$ cat config.mk
export PLATFORM = sky130hd
export DESIGN_NAME = bvs_front
export DESIGN_NICKNAME = d
export VERILOG_FILES = /design/src/design/bvs_pkg.sv /design/src/design/bvs_front.sv
export SDC_FILE = /design/constraint.sdc
export NUM_CORES = 1
export LEC_CHECK = 0
export BUFFER_PORTS_ARGS = -buffer_cell sky130_fd_sc_hd__buf_2
export CAP_MARGIN = 20
export CORE_MARGIN = 5
export CORE_UTILIZATION = 50
export CTS_CLUSTER_SIZE = 10
export DETAILED_ROUTE_END_ITERATION = 10
export PLACE_DENSITY = 0.86
export SYNTH_ARGS = -nofsm -noshare
export SYNTH_HDL_FRONTEND = slang
export SYNTH_SLANG_ARGS = --single-unit
$ cat constraint.sdc
create_clock -name clk -period 4 [get_ports clk]
set_clock_uncertainty 0.05 [all_clocks]
set_input_delay 0.8 -clock clk [delete_from_list [all_inputs] [get_ports clk]]
set_output_delay 0.8 -clock clk [all_outputs]
set_load 0.1 [all_outputs]
$ cat src/design/bvs_pkg.sv
`default_nettype none

package bvs_pkg;

    localparam int DATA_W    = 16;
    localparam int OP_W      = 3;
    localparam int IDX_W     = 8;
    localparam int BANK_W    = 4;
    localparam int CNT_W     = 8;
    localparam int IDX_SPAN  = 1 << IDX_W;
    localparam int BANK_SPAN = 1 << BANK_W;

    // Opcodes as they arrive on the request channel. Codes 6 and 7 are undefined.
    typedef enum logic [OP_W-1:0] {
        OP_READ             = 3'd0,
        OP_WRITE            = 3'd1,
        OP_SELECT_BANK      = 3'd2,
        OP_SET_AUX          = 3'd3,
        OP_COPY_TO_GLOBAL   = 3'd4,
        OP_COPY_FROM_GLOBAL = 3'd5
    } bvs_op_t;

    // Work classes that the front hands to the back.
    typedef enum logic [1:0] {
        KIND_NONE  = 2'd0,
        KIND_READ  = 2'd1,
        KIND_WRITE = 2'd2,
        KIND_COPY  = 2'd3
    } bvs_kind_t;

    typedef enum logic [2:0] {
        ST_CLEAR   = 3'd0,
        ST_IDLE    = 3'd1,
        ST_READ    = 3'd2,
        ST_COPY_RD = 3'd3,
        ST_COPY_WR = 3'd4
    } bvs_state_t;

    typedef struct packed {
        bvs_kind_t                kind;
        logic                     src_task;
        logic                     dst_task;
        logic [CNT_W-1:0]         count;
        logic signed [DATA_W-1:0] wdata;
        logic                     prev_aux;
        logic                     done;
    } bvs_cmd_t;

endpackage

`default_nettype wire

$ cat src/design/bvs_front.sv
`default_nettype none

module bvs_front
    import bvs_pkg::*;
    #(
        parameter int GLOBAL_VARS = 256,
        parameter int TASKS       = 16,
        parameter int BANK_SIZE   = 32,
        localparam int TASK_DEPTH = TASKS * BANK_SIZE,
        localparam int GW         = $clog2(GLOBAL_VARS),
        localparam int TW         = $clog2(TASK_DEPTH),
        localparam int AW         = (GW > TW) ? GW : TW
    )
    (
        input  wire logic                     clk,
        input  wire logic                     rst_n,
        input  wire logic                     req_valid,
        output logic                          req_stall,
        input  wire logic [OP_W-1:0]          opcode,
        input  wire logic [IDX_W-1:0]         var_index,
        input  wire logic signed [DATA_W-1:0] write_value,
        input  wire logic [BANK_W-1:0]        bank_number,
        input  wire logic                     aux_mode,
        input  wire logic [IDX_W-1:0]         dest_start,
        input  wire logic [IDX_W-1:0]         source_start,
        input  wire logic [CNT_W-1:0]         copy_count,
        input  wire logic                     clearing,
        output logic                          head_valid,
        output bvs_cmd_t                      head_cmd,
        output logic [AW-1:0]                 head_src_addr,
        output logic [AW-1:0]                 head_dst_addr,
        input  wire logic                     pop
    );

    localparam int Q_DEPTH = 2;
    localparam logic [TW:0] TD_EXT = (TW+1)'(TASK_DEPTH);

    // Index reduction tables, filled at elaboration.
    logic [GW-1:0] gmod_tab [IDX_SPAN];
    logic [TW-1:0] tmod_tab [IDX_SPAN];
    logic [TW-1:0] base_tab [BANK_SPAN];

    for (genvar v = 0; v < IDX_SPAN; v++)
    begin : g_idx
        localparam int GM = v % GLOBAL_VARS;
        localparam int TM = v % TASK_DEPTH;
        assign gmod_tab[v] = GW'(GM);
        assign tmod_tab[v] = TW'(TM);
    end

    for (genvar b = 0; b < BANK_SPAN; b++)
    begin : g_bank
        localparam int BB = (b * BANK_SIZE) % TASK_DEPTH;
        assign base_tab[b] = TW'(BB);
    end

    logic [TW-1:0] bank_base_reg;
    logic [TW-1:0] bank_base_next;
    logic          aux_reg;
    logic          aux_next;

    bvs_cmd_t      q_cmd_reg [Q_DEPTH];
    logic [AW-1:0] q_src_reg [Q_DEPTH];
    logic [AW-1:0] q_dst_reg [Q_DEPTH];
    logic          wr_ptr_reg;
    logic          rd_ptr_reg;
    logic [1:0]    count_reg;
    logic [1:0]    count_next;

    bvs_op_t       op;
    logic [IDX_W-1:0] view_idx;
    logic [IDX_W-1:0] glob_idx;
    logic [TW:0]   t_sum;
    logic [TW-1:0] t_addr;
    logic [AW-1:0] view_addr;
    logic [AW-1:0] glob_addr;
    bvs_cmd_t      cmd;
    logic [AW-1:0] src_addr;
    logic [AW-1:0] dst_addr;
    logic          accept;

    assign req_stall = clearing || (count_reg == 2'(Q_DEPTH));
    assign accept    = req_valid && !req_stall;
    assign op        = bvs_op_t'(opcode);

    // The task view address is the bank base plus the reduced index, wrapped once.
    always_comb
    begin
        view_idx = (op == OP_COPY_TO_GLOBAL)   ? source_start :
                   (op == OP_COPY_FROM_GLOBAL) ? dest_start   : var_index;
        glob_idx = (op == OP_COPY_TO_GLOBAL) ? dest_start : source_start;
        t_sum    = {1'b0, bank_base_reg} + {1'b0, tmod_tab[view_idx]};
        t_addr   = (t_sum >= TD_EXT) ? TW'(t_sum - TD_EXT) : t_sum[TW-1:0];
        view_addr = aux_reg ? AW'(t_addr) : AW'(gmod_tab[view_idx]);
        glob_addr = AW'(gmod_tab[glob_idx]);
    end

    always_comb
    begin
        cmd            = '0;
        cmd.kind       = KIND_NONE;
        cmd.done       = 1'b1;
        cmd.count      = copy_count;
        cmd.wdata      = write_value;
        src_addr       = view_addr;
        dst_addr       = view_addr;
        bank_base_next = bank_base_reg;
        aux_next       = aux_reg;
        case (op)
            OP_READ:
            begin
                cmd.kind     = KIND_READ;
                cmd.src_task = aux_reg;
            end
            OP_WRITE:
            begin
                cmd.kind     = KIND_WRITE;
                cmd.dst_task = aux_reg;
            end
            OP_SELECT_BANK:
            begin
                bank_base_next = base_tab[bank_number];
            end
            OP_SET_AUX:
            begin
                cmd.prev_aux = aux_reg;
                aux_next     = aux_mode;
            end
            OP_COPY_TO_GLOBAL:
            begin
                cmd.kind     = KIND_COPY;
                cmd.src_task = aux_reg;
                dst_addr     = glob_addr;
            end
            OP_COPY_FROM_GLOBAL:
            begin
                cmd.kind     = KIND_COPY;
                cmd.dst_task = aux_reg;
                src_addr     = glob_addr;
            end
            default:
            begin
                cmd.done = 1'b0;
            end
        endcase
    end

    always_comb
    begin
        case ({accept, pop})
            2'b10:   count_next = count_reg + 2'd1;
            2'b01:   count_next = count_reg - 2'd1;
            default: count_next = count_reg;
        endcase
    end

    always_ff @(posedge clk or negedge rst_n)
    begin
        if (!rst_n)
        begin
            bank_base_reg <= '0;
            aux_reg       <= 1'b0;
            wr_ptr_reg    <= 1'b0;
            rd_ptr_reg    <= 1'b0;
            count_reg     <= '0;
        end
        else
        begin
            if (accept)
            begin
                bank_base_reg <= bank_base_next;
                aux_reg       <= aux_next;
                wr_ptr_reg    <= ~wr_ptr_reg;
            end
            if (pop)
            begin
                rd_ptr_reg <= ~rd_ptr_reg;
            end
            count_reg <= count_next;
        end
    end

    always_ff @(posedge clk)
    begin
        if (accept)
        begin
            q_cmd_reg[wr_ptr_reg] <= cmd;
            q_src_reg[wr_ptr_reg] <= src_addr;
            q_dst_reg[wr_ptr_reg] <= dst_addr;
        end
    end

    assign head_valid    = (count_reg != 2'd0);
    assign head_cmd      = q_cmd_reg[rd_ptr_reg];
    assign head_src_addr = q_src_reg[rd_ptr_reg];
    assign head_dst_addr = q_dst_reg[rd_ptr_reg];

endmodule

`default_nettype wire

==> impl_metrics.py, run 1 <==
metrics = {
    "cts": {
        "cts_tree": "built",
        "clk_latency_ps": 360,
        "clk_pin_slew_worst_paths_ps": 90,
        "cts_setup_buffers": 0,
        "ctsResizeCount": 0,
        "numClockSinks": 105,
        "cts_made_buffers": 9,
        "htreeDepth": 3,
        "hold_buffers": 0,
        "clk_path_buf_depth": 2,
        "cts-root-buf": "clkbuf_8",
    },
    "setup_path": {
        "setup.worst_path.class": "reg2out",
        "crit_required_ps": 3150,
        "rrSetupSlack_ps": 2140,
        "cp_cell_sequence": "buf_4 > mux2_2 > buf_2",
        "critPathLaunchType": "flop",
        "path_buf_inv": 2,
        "cp_max_fo": 29,
        "arrival_ps": 2190,
        "slowest_delay_ps": 670,
        "cp_top_family": "buffers and inverters",
        "critPathCaptureType": "output port",
        "crit_slowest_cell": "dfrtp_2",
    },
    "sta": {
        "worst_slew_pin_slew_ps": 882,
        "min_period_ps": 3040,
        "finalCritPeriodShare_pct": 75.9,
        "setup_viol": 0,
        "slew_violations": 0,
        "finalHoldViolCount": 0,
        "rsz0062_at_grt": "no",
        "tns_ps": 0,
        "slew_headroom_pct": 41.1,
        "clock.fmax_mhz": 329,
    },
    "synthesis": {
        "yosysTopAreaCellShare_pct": 65.1,
        "yosysTopAreaCell": "edfxtp_1",
        "ys_warn_count": 0,
        "ys_seq_elements": 105,
        "netlist_top_cells_count": "edfxtp_1, mux2_2, nand2_1",
        "async_flop_share_pct": 8.57,
        "avgSynthCellArea_um2": 16.3,
        "synth_enable_flop_cells": 96,
        "synthesis.nets": 338,
        "synth_ff_type": "edfxtp_1",
        "yosysSeqAreaShare_pct": 70.1,
        "synth_area_um2": 4430,
        "yosysMostFrequentCell": "edfxtp_1",
        "synth_cell_types": 33,
        "synthCells": 272,
        "synthTopCellsByArea": "edfxtp_1, mux2_2, dfrtp_1, nand2_1, mux2i_1",
    },
    "layout": {
        "largest_reg_flops": 60,
        "regArea_um2": 3110,
        "drive_gt1_share_pct": 48.6,
        "area_growth_pct": 19.5,
        "multi_input_area_um2": 1260,
        "nNetsFinal": 454,
        "fillers": 702,
        "antennaDiodeCount": 0,
    },
    "global_routing": {
        "grt_pass1_wl_um": 13700,
        "grt.overflow.total": 0,
        "grt_pass1_vias": 2682,
        "grt_max_degree": 30,
        "antenna_found_initial": 0,
        "grt.total_usage_pct": 16.1,
    },
    "detailed_routing": {
        "avgRoutedWirePerCell_um": 17.2,
        "wl_met1_um": 3540,
        "first_pass_iters": 4,
        "top_layer": "met4",
        "totalWireLength_um": 8620,
        "drt_iter0_drc": 127,
        "vias": 2630,
        "via_per_inst": 5.25,
        "dr_wl_met2_um": 4280,
        "drc": 0,
        "wl_met3_um": 617,
        "drt.antenna.violating_nets": 0,
    },
    "floorplan": {
        "die-height_um": 104,
        "core_area_um2": 8680,
        "fp-row-count": 34,
        "die_w_um": 104,
        "die_area_um2": 10800,
        "pin_count": 111,
        "start_util_pct": 51.1,
    },
    "place": {
        "port_buffers": 110,
        "dp.final_hpwl_um": 6180,
        "gp_congestion": 0.799,
    },
    "job": {
        "max_cap_violations": 0,
    },
    "hold_path": {
        "hp-class": "in2async",
    },
    "run_status": {
        "status": "complete, no violations",
    },
}
==> stage by stage <==
step	area, um^2	std cells	setup WS (ps)	utilization (%)	hold slack, ps
detailed placement	5110	485	746	58.9	424
finish	5300	501	962	61.0	220
floorplan	4430	272	248	-	407
CTS	5300	501	901	61.0	216
global route	5300	501	806	61.0	214
global placement	5110	485	851	58.9	424
==> metal layers <==
| metal | global-route usage [%] | vias up |
|---|---|---|
| met5 | 0 | - |
| met4 | 7.31 | 0 |
| met3 | 4.66 | 15 |
| met2 | 25.6 | 113 |
| met1 | 20.4 | 1260 |
| li1 | - | 1242 |
==> cell families after synthesis <==
group | count (synthesis) | synth area share [%]
DFF | 105 | 70.1
buffers and inverters | 15 | 1.84
adders and majority gates | 5 | 1.58
muxes | 62 | 15.5
AOI/OAI and AO/OA | 14 | 2.09
and+or+nand+nor | 65 | 7.65
xor gates and xnor gates | 6 | 1.19
==> placed cells by master (no fill, tap or decap), types with 2 or more instances in the layout <==
cell type | Yosys | final
buf_2 | 8 | 110
edfxtp_1 | 96 | 96
mux2_2 | 52 | 52
nand2_1 | 29 | 29
nor2_1 | 13 | 11
mux2i_1 | 9 | 9
clkbuf_8 | 0 | 9
dfrtp_1 | 9 | 8
a21oi_1 | 6 | 6
buf_4 | 2 | 6
nand2b_1 | 5 | 5
xnor2_1 | 4 | 4
nor3_1 | 4 | 4
a211oi_1 | 4 | 4
ha_1 | 4 | 4
nor3b_1 | 3 | 3
nand3b_1 | 3 | 3
clkinv_1 | 0 | 3
o22a_1 | 2 | 2
inv_2 | 2 | 2
inv_1 | 2 | 2
nor2_4 | 0 | 2
xor2_1 | 2 | 2
clkinv_2 | 0 | 2
==> path summary, 6_finish.rpt <==
| check | from | end | cells past startpoint |
|---|---|---|---|
| min | rst_n | bank_base_reg[5] | 1 |
| min in group clk | count_reg[1] | count_reg[1] | 1 |
| min reg2reg | count_reg[1] | count_reg[1] | 1 |
| max reg2reg | count_reg[0] | q_dst_reg[0][3] | 4 |
| max in group asynchronous | rst_n | rd_ptr_reg | 1 |
| max | rd_ptr_reg | head_dst_addr[2] | 3 |
==> layout make-up <==
type | count | share of cell area, %
timing repair buffer | 116 | 11.2
clock inverter | 7 | 1.13
clock buffer | 9 | 2.34
tap | 108 | 2.55
inverter | 4 | 0.284
sequential | 105 | 58.7
multi-input combinational | 152 | 23.7
Power of run 1 is left out: the tool's default activity adds up to more than one toggle a clock period on the data nets, which glitch-free logic cannot reach.
==> run 2: changes to the inputs <==
ABC_AREA = 1   (was unset)
clock period = 3 ns   (was 4 ns; I/O delays follow)
==> impl_metrics.py, run 2 <==
metrics = {
    "cts": {
        "ctsResizeCount": 0,
        "clk_path_buf_depth": 2,
        "hold_buffers": 0,
        "cts_tree": "built",
        "clk_pin_slew_worst_paths_ps": 100,
        "cts-root-buf": "clkbuf_8",
        "clk_latency_ps": 350,
        "numClockSinks": 105,
        "cts_made_buffers": 9,
        "cts_setup_buffers": 0,
        "htreeDepth": 3,
    },
    "synthesis": {
        "synth_area_um2": 4390,
        "yosysTopAreaCellShare_pct": 65.6,
        "synth_enable_flop_cells": 96,
        "synth_cell_types": 23,
        "async_flop_share_pct": 8.57,
        "synthCells": 298,
        "avgSynthCellArea_um2": 14.7,
        "yosysSeqAreaShare_pct": 70.7,
        "ys_warn_count": 0,
        "synthesis.nets": 364,
        "synthTopCellsByArea": "edfxtp_1, mux2_2, dfrtp_1, nand2_1, o21ai_0",
        "yosysMostFrequentCell": "edfxtp_1",
        "ys_seq_elements": 105,
        "netlist_top_cells_count": "edfxtp_1, mux2_2, nand2_1",
        "synth_ff_type": "edfxtp_1",
        "yosysTopAreaCell": "edfxtp_1",
    },
    "setup_path": {
        "setup.worst_path.class": "reg2out",
        "cp_max_fo": 29,
        "critPathLaunchType": "flop",
        "critPathCaptureType": "output port",
        "arrival_ps": 2020,
        "crit_required_ps": 2350,
    },
    "layout": {
        "fin_area_um2": 5320,
        "area_growth_pct": 21.2,
        "mostFrequentLayoutCell": "buf_2",
        "final_cell_mix": "buf_2, edfxtp_1, nand2_1, mux2_2, inv_1",
        "nNetsFinal": 482,
        "largest_reg_flops": 60,
        "drive_gt1_share_pct": 45.1,
        "antennaDiodeCount": 0,
    },
    "place": {
        "placed_area_um2": 5090,
        "gp_congestion": 0.905,
        "port_buffers": 110,
        "dp.final_hpwl_um": 5990,
    },
    "detailed_routing": {
        "wl_met3_um": 528,
        "wl_met1_um": 3510,
        "totalWireLength_um": 8360,
        "drt_iter0_drc": 100,
        "first_pass_iters": 4,
        "dr_wl_met2_um": 4230,
        "via_per_inst": 5.00,
        "avgRoutedWirePerCell_um": 15.8,
        "drc": 0,
        "vias": 2647,
        "top_layer": "met4",
        "drt.antenna.violating_nets": 0,
    },
    "sta": {
        "finalCritPeriodShare_pct": 89.1,
        "clock.fmax_mhz": 374,
        "setup_viol": 0,
        "finalHoldViolCount": 0,
        "rsz0062_at_grt": "no",
        "slew_headroom_pct": 64.3,
        "min_period_ps": 2670,
        "slew_violations": 0,
        "worst_slew_pin_slew_ps": 535,
    },
    "floorplan": {
        "fp-row-count": 34,
        "pin_count": 111,
        "die-height_um": 104,
        "die_w_um": 104,
        "core_area_um2": 8640,
        "start_util_pct": 50.9,
        "die_area_um2": 10800,
    },
    "run_status": {
        "status": "complete, no violations",
    },
    "job": {
        "max_cap_violations": 0,
    },
    "global_routing": {
        "grt.total_usage_pct": 15.4,
        "grt_pass1_vias": 2764,
        "grt_pass1_wl_um": 13500,
        "grt_max_degree": 33,
        "grt.overflow.total": 0,
        "antenna_found_initial": 0,
    },
    "hold_path": {
        "hp-class": "in2async",
    },
}
run 2: cell types whose count changed after synthesis, moves of 5 or more:
cell      change
mux2i_1       -9
nand2b_1      -5
nand2_1      +19
inv_1        +20
nand3_1       +6
o21ai_0      +17
nand3_2       +5
run 2: path summary, 6_finish.rpt:
path                                  startpoint          endpoint  slack, ps  cells past startpoint
max in group asynchronous                  rst_n        rd_ptr_reg       2660                      1
worst min-delay path                       rst_n  bank_base_reg[8]         40                      1
worst max-delay path                  rd_ptr_reg       head_cmd[1]        330                      3
worst max register to register      count_reg[0]   q_dst_reg[0][4]       1180                      5
worst min register to register  bank_base_reg[7]  bank_base_reg[7]        480                      2
min in group clk                  write_value[7]   q_cmd_reg[1][9]        380                      1
run 2: final cells by class:
cell class,instances,area (um^2)
clock buffer,10,128
timing repair buffer,116,608
clock inverter,6,106
sequential,105,3110
multi-input combinational,160,1140
tap,108,135
fill,689,3310
inverter,24,95.1
run 2: through the flow:
step                setup TNS [ps]  utilization (%)  instances  hold WS [ps]  setup slack [ps]
global placement                 0             58.9        513           405               325
finish                           0             61.6        529          35.2               326
detailed placement               0             58.9        513           418               241
global route                     0             61.6        529          28.1               253
floorplan                   -36220                -        298           254              -377
CTS                              0             61.6        529          26.9               294
run 2: per-layer routing:
| layer | vias up | GRT usage, % |
|---|---|---|
| met3 | 9 | 4.85 |
| met5 | - | 0 |
| met4 | 0 | 3.98 |
| met2 | 81 | 26.3 |
| li1 | 1299 | - |
| met1 | 1258 | 19.1 |
run 2: cells by family after synthesis:
kind of cell             share of synthesized area, %
multiplexers                                     12.3
adder cells (fa/ha/maj)                          1.59
AO/OA/AOI/OAI                                    2.51
AND/OR/NAND/NOR                                  8.26
buffers and inverters                            3.62
flip-flops                                       70.7
XOR/XNOR                                        0.997
run 2: critical path, stage by stage (launching register included):
cell,delay [ps]
dfrtp_2,720
buf_12,270
mux2_2,370
buf_2,300
Power of run 2 is left out for the same reason.
==> run 3: changes to the inputs <==
HOLD_SLACK_MARGIN = 0.08   (was unset)
==> impl_metrics.py, run 3 (synthesized netlist as in run 2, its figures left out) <==
metrics = {
    "floorplan": {
        "pin_count": 111,
        "die_area_um2": 10800,
        "die_w_um": 104,
        "die-height_um": 104,
        "core_area_um2": 8640,
        "fp-row-count": 34,
        "start_util_pct": 50.9,
    },
    "global_routing": {
        "grt.overflow.total": 0,
        "grt.total_usage_pct": 15.4,
        "grt_pass1_wl_um": 13500,
        "grt_max_degree": 33,
        "antenna_found_initial": 0,
        "grt_pass1_vias": 2758,
    },
    "hold_path": {
        "hold_start": "write_value[7]",
        "hp-class": "in2reg",
    },
    "layout": {
        "area_growth_pct": 21.4,
        "nNetsFinal": 483,
        "fin_area_um2": 5330,
        "fillers": 688,
        "final_cell_mix": "buf_2, edfxtp_1, nand2_1, mux2_2, inv_1",
        "mostFrequentLayoutCell": "buf_2",
        "drive_gt1_share_pct": 45.0,
        "antennaDiodeCount": 0,
        "largest_reg_flops": 60,
    },
    "setup_path": {
        "cp_cell_sequence": "buf_12 > mux2_2 > buf_2",
        "slowest_delay_ps": 720,
        "crit_slowest_cell": "dfrtp_2",
        "reg2reg_from": "count_reg[0]",
        "cp_max_fo": 29,
        "crit_required_ps": 2350,
        "critPathCaptureType": "output port",
        "setup.worst_path.class": "reg2out",
        "critPathLaunchType": "flop",
        "critPathLaunch": "rd_ptr_reg",
        "arrival_ps": 2030,
    },
    "detailed_routing": {
        "dr_wl_met2_um": 4260,
        "totalWireLength_um": 8330,
        "vias": 2646,
        "top_layer": "met4",
        "drt.antenna.violating_nets": 0,
        "via_per_inst": 4.99,
        "avgRoutedWirePerCell_um": 15.7,
        "wl_met1_um": 3490,
        "first_pass_iters": 4,
        "drt_iter0_drc": 89,
        "drc": 0,
        "wl_met3_um": 519,
    },
    "cts": {
        "cts-root-buf": "clkbuf_8",
        "numClockSinks": 105,
        "cts_tree": "built",
        "cts_setup_buffers": 0,
        "clk_latency_ps": 350,
        "htreeDepth": 3,
        "clk_path_buf_depth": 2,
        "cts_made_buffers": 9,
        "clk_pin_slew_worst_paths_ps": 100,
    },
    "place": {
        "gp_congestion": 0.905,
        "port_buffers": 110,
        "dp.final_hpwl_um": 5990,
        "placed_area_um2": 5090,
    },
    "sta": {
        "finalCritPeriodShare_pct": 89.2,
        "min_period_ps": 2680,
        "clock.fmax_mhz": 374,
        "slew_violations": 0,
        "worst_slew_pin_slew_ps": 535,
        "rsz0062_at_grt": "no",
        "setup_viol": 0,
        "slew_headroom_pct": 64.3,
        "finalHoldViolCount": 0,
    },
    "run_status": {
        "status": "complete, no violations",
    },
    "job": {
        "max_cap_violations": 0,
    },
}
-- run 3: cell count changes in the layout (fill, tap and decap cells not counted), sizes merged --
cell / previous run / this run
dlygate4sd3: 0 / 1
-- run 3: final timing paths --
path                                    end  slack, ps  depth (start not counted)
max reg2reg                 q_dst_reg[0][4]       1180                          5
max in group asynchronous        rd_ptr_reg       2120                          2
min in group asynchronous  bank_base_reg[8]        570                          2
min reg2reg                bank_base_reg[7]        480                          2
min                         q_cmd_reg[1][9]        380                          1
max                             head_cmd[1]        320                          3
-- run 3: per-stage QoR --
step / setup slack [ps] / hold WS [ps] / cells / utilization [%] / setup TNS (ps)
after global placement: 325 / 405 / 513 / 58.9 / 0
final: 324 / 382 / 530 / 61.8 / 0
after floorplan: -377 / 254 / 298 / - / -36220
after global routing: 253 / 349 / 530 / 61.8 / 0
after detailed placement: 241 / 418 / 513 / 58.9 / 0
after CTS: 294 / 359 / 530 / 61.8 / 0
-- run 3: critical path, delay by kind of cell (launching register included) --
family | cells | cell delay, ps
multiplexers | 1 | 380
flip-flops | 1 | 720
buffers and inverters | 2 | 570
-- run 3: routing by layer --
layer	up-vias	track usage, %
met5	-	0
met4	0	3.98
met3	6	4.85
met2	77	26.3
met1	1262	19.1
li1	1301	-
-- run 3: area by class of cell --
| class | instances | area, um^2 | area share, % |
|---|---|---|---|
| sequential | 105 | 3110 | 58.3 |
| multi-input combinational | 160 | 1140 | 21.4 |
| timing repair buffer | 117 | 618 | 11.6 |
| tap | 108 | 135 | 2.53 |
| clock buffer | 10 | 128 | 2.39 |
| clock inverter | 6 | 106 | 1.99 |
| inverter | 24 | 95.1 | 1.78 |
-- run 3: what timing repair did --
action                    4_1_cts  5_1_grt
gates resized for setup         0        0
hold buffers                    1        0
hold endpoints to repair        9        0
Power of run 3 is left out for the same reason.
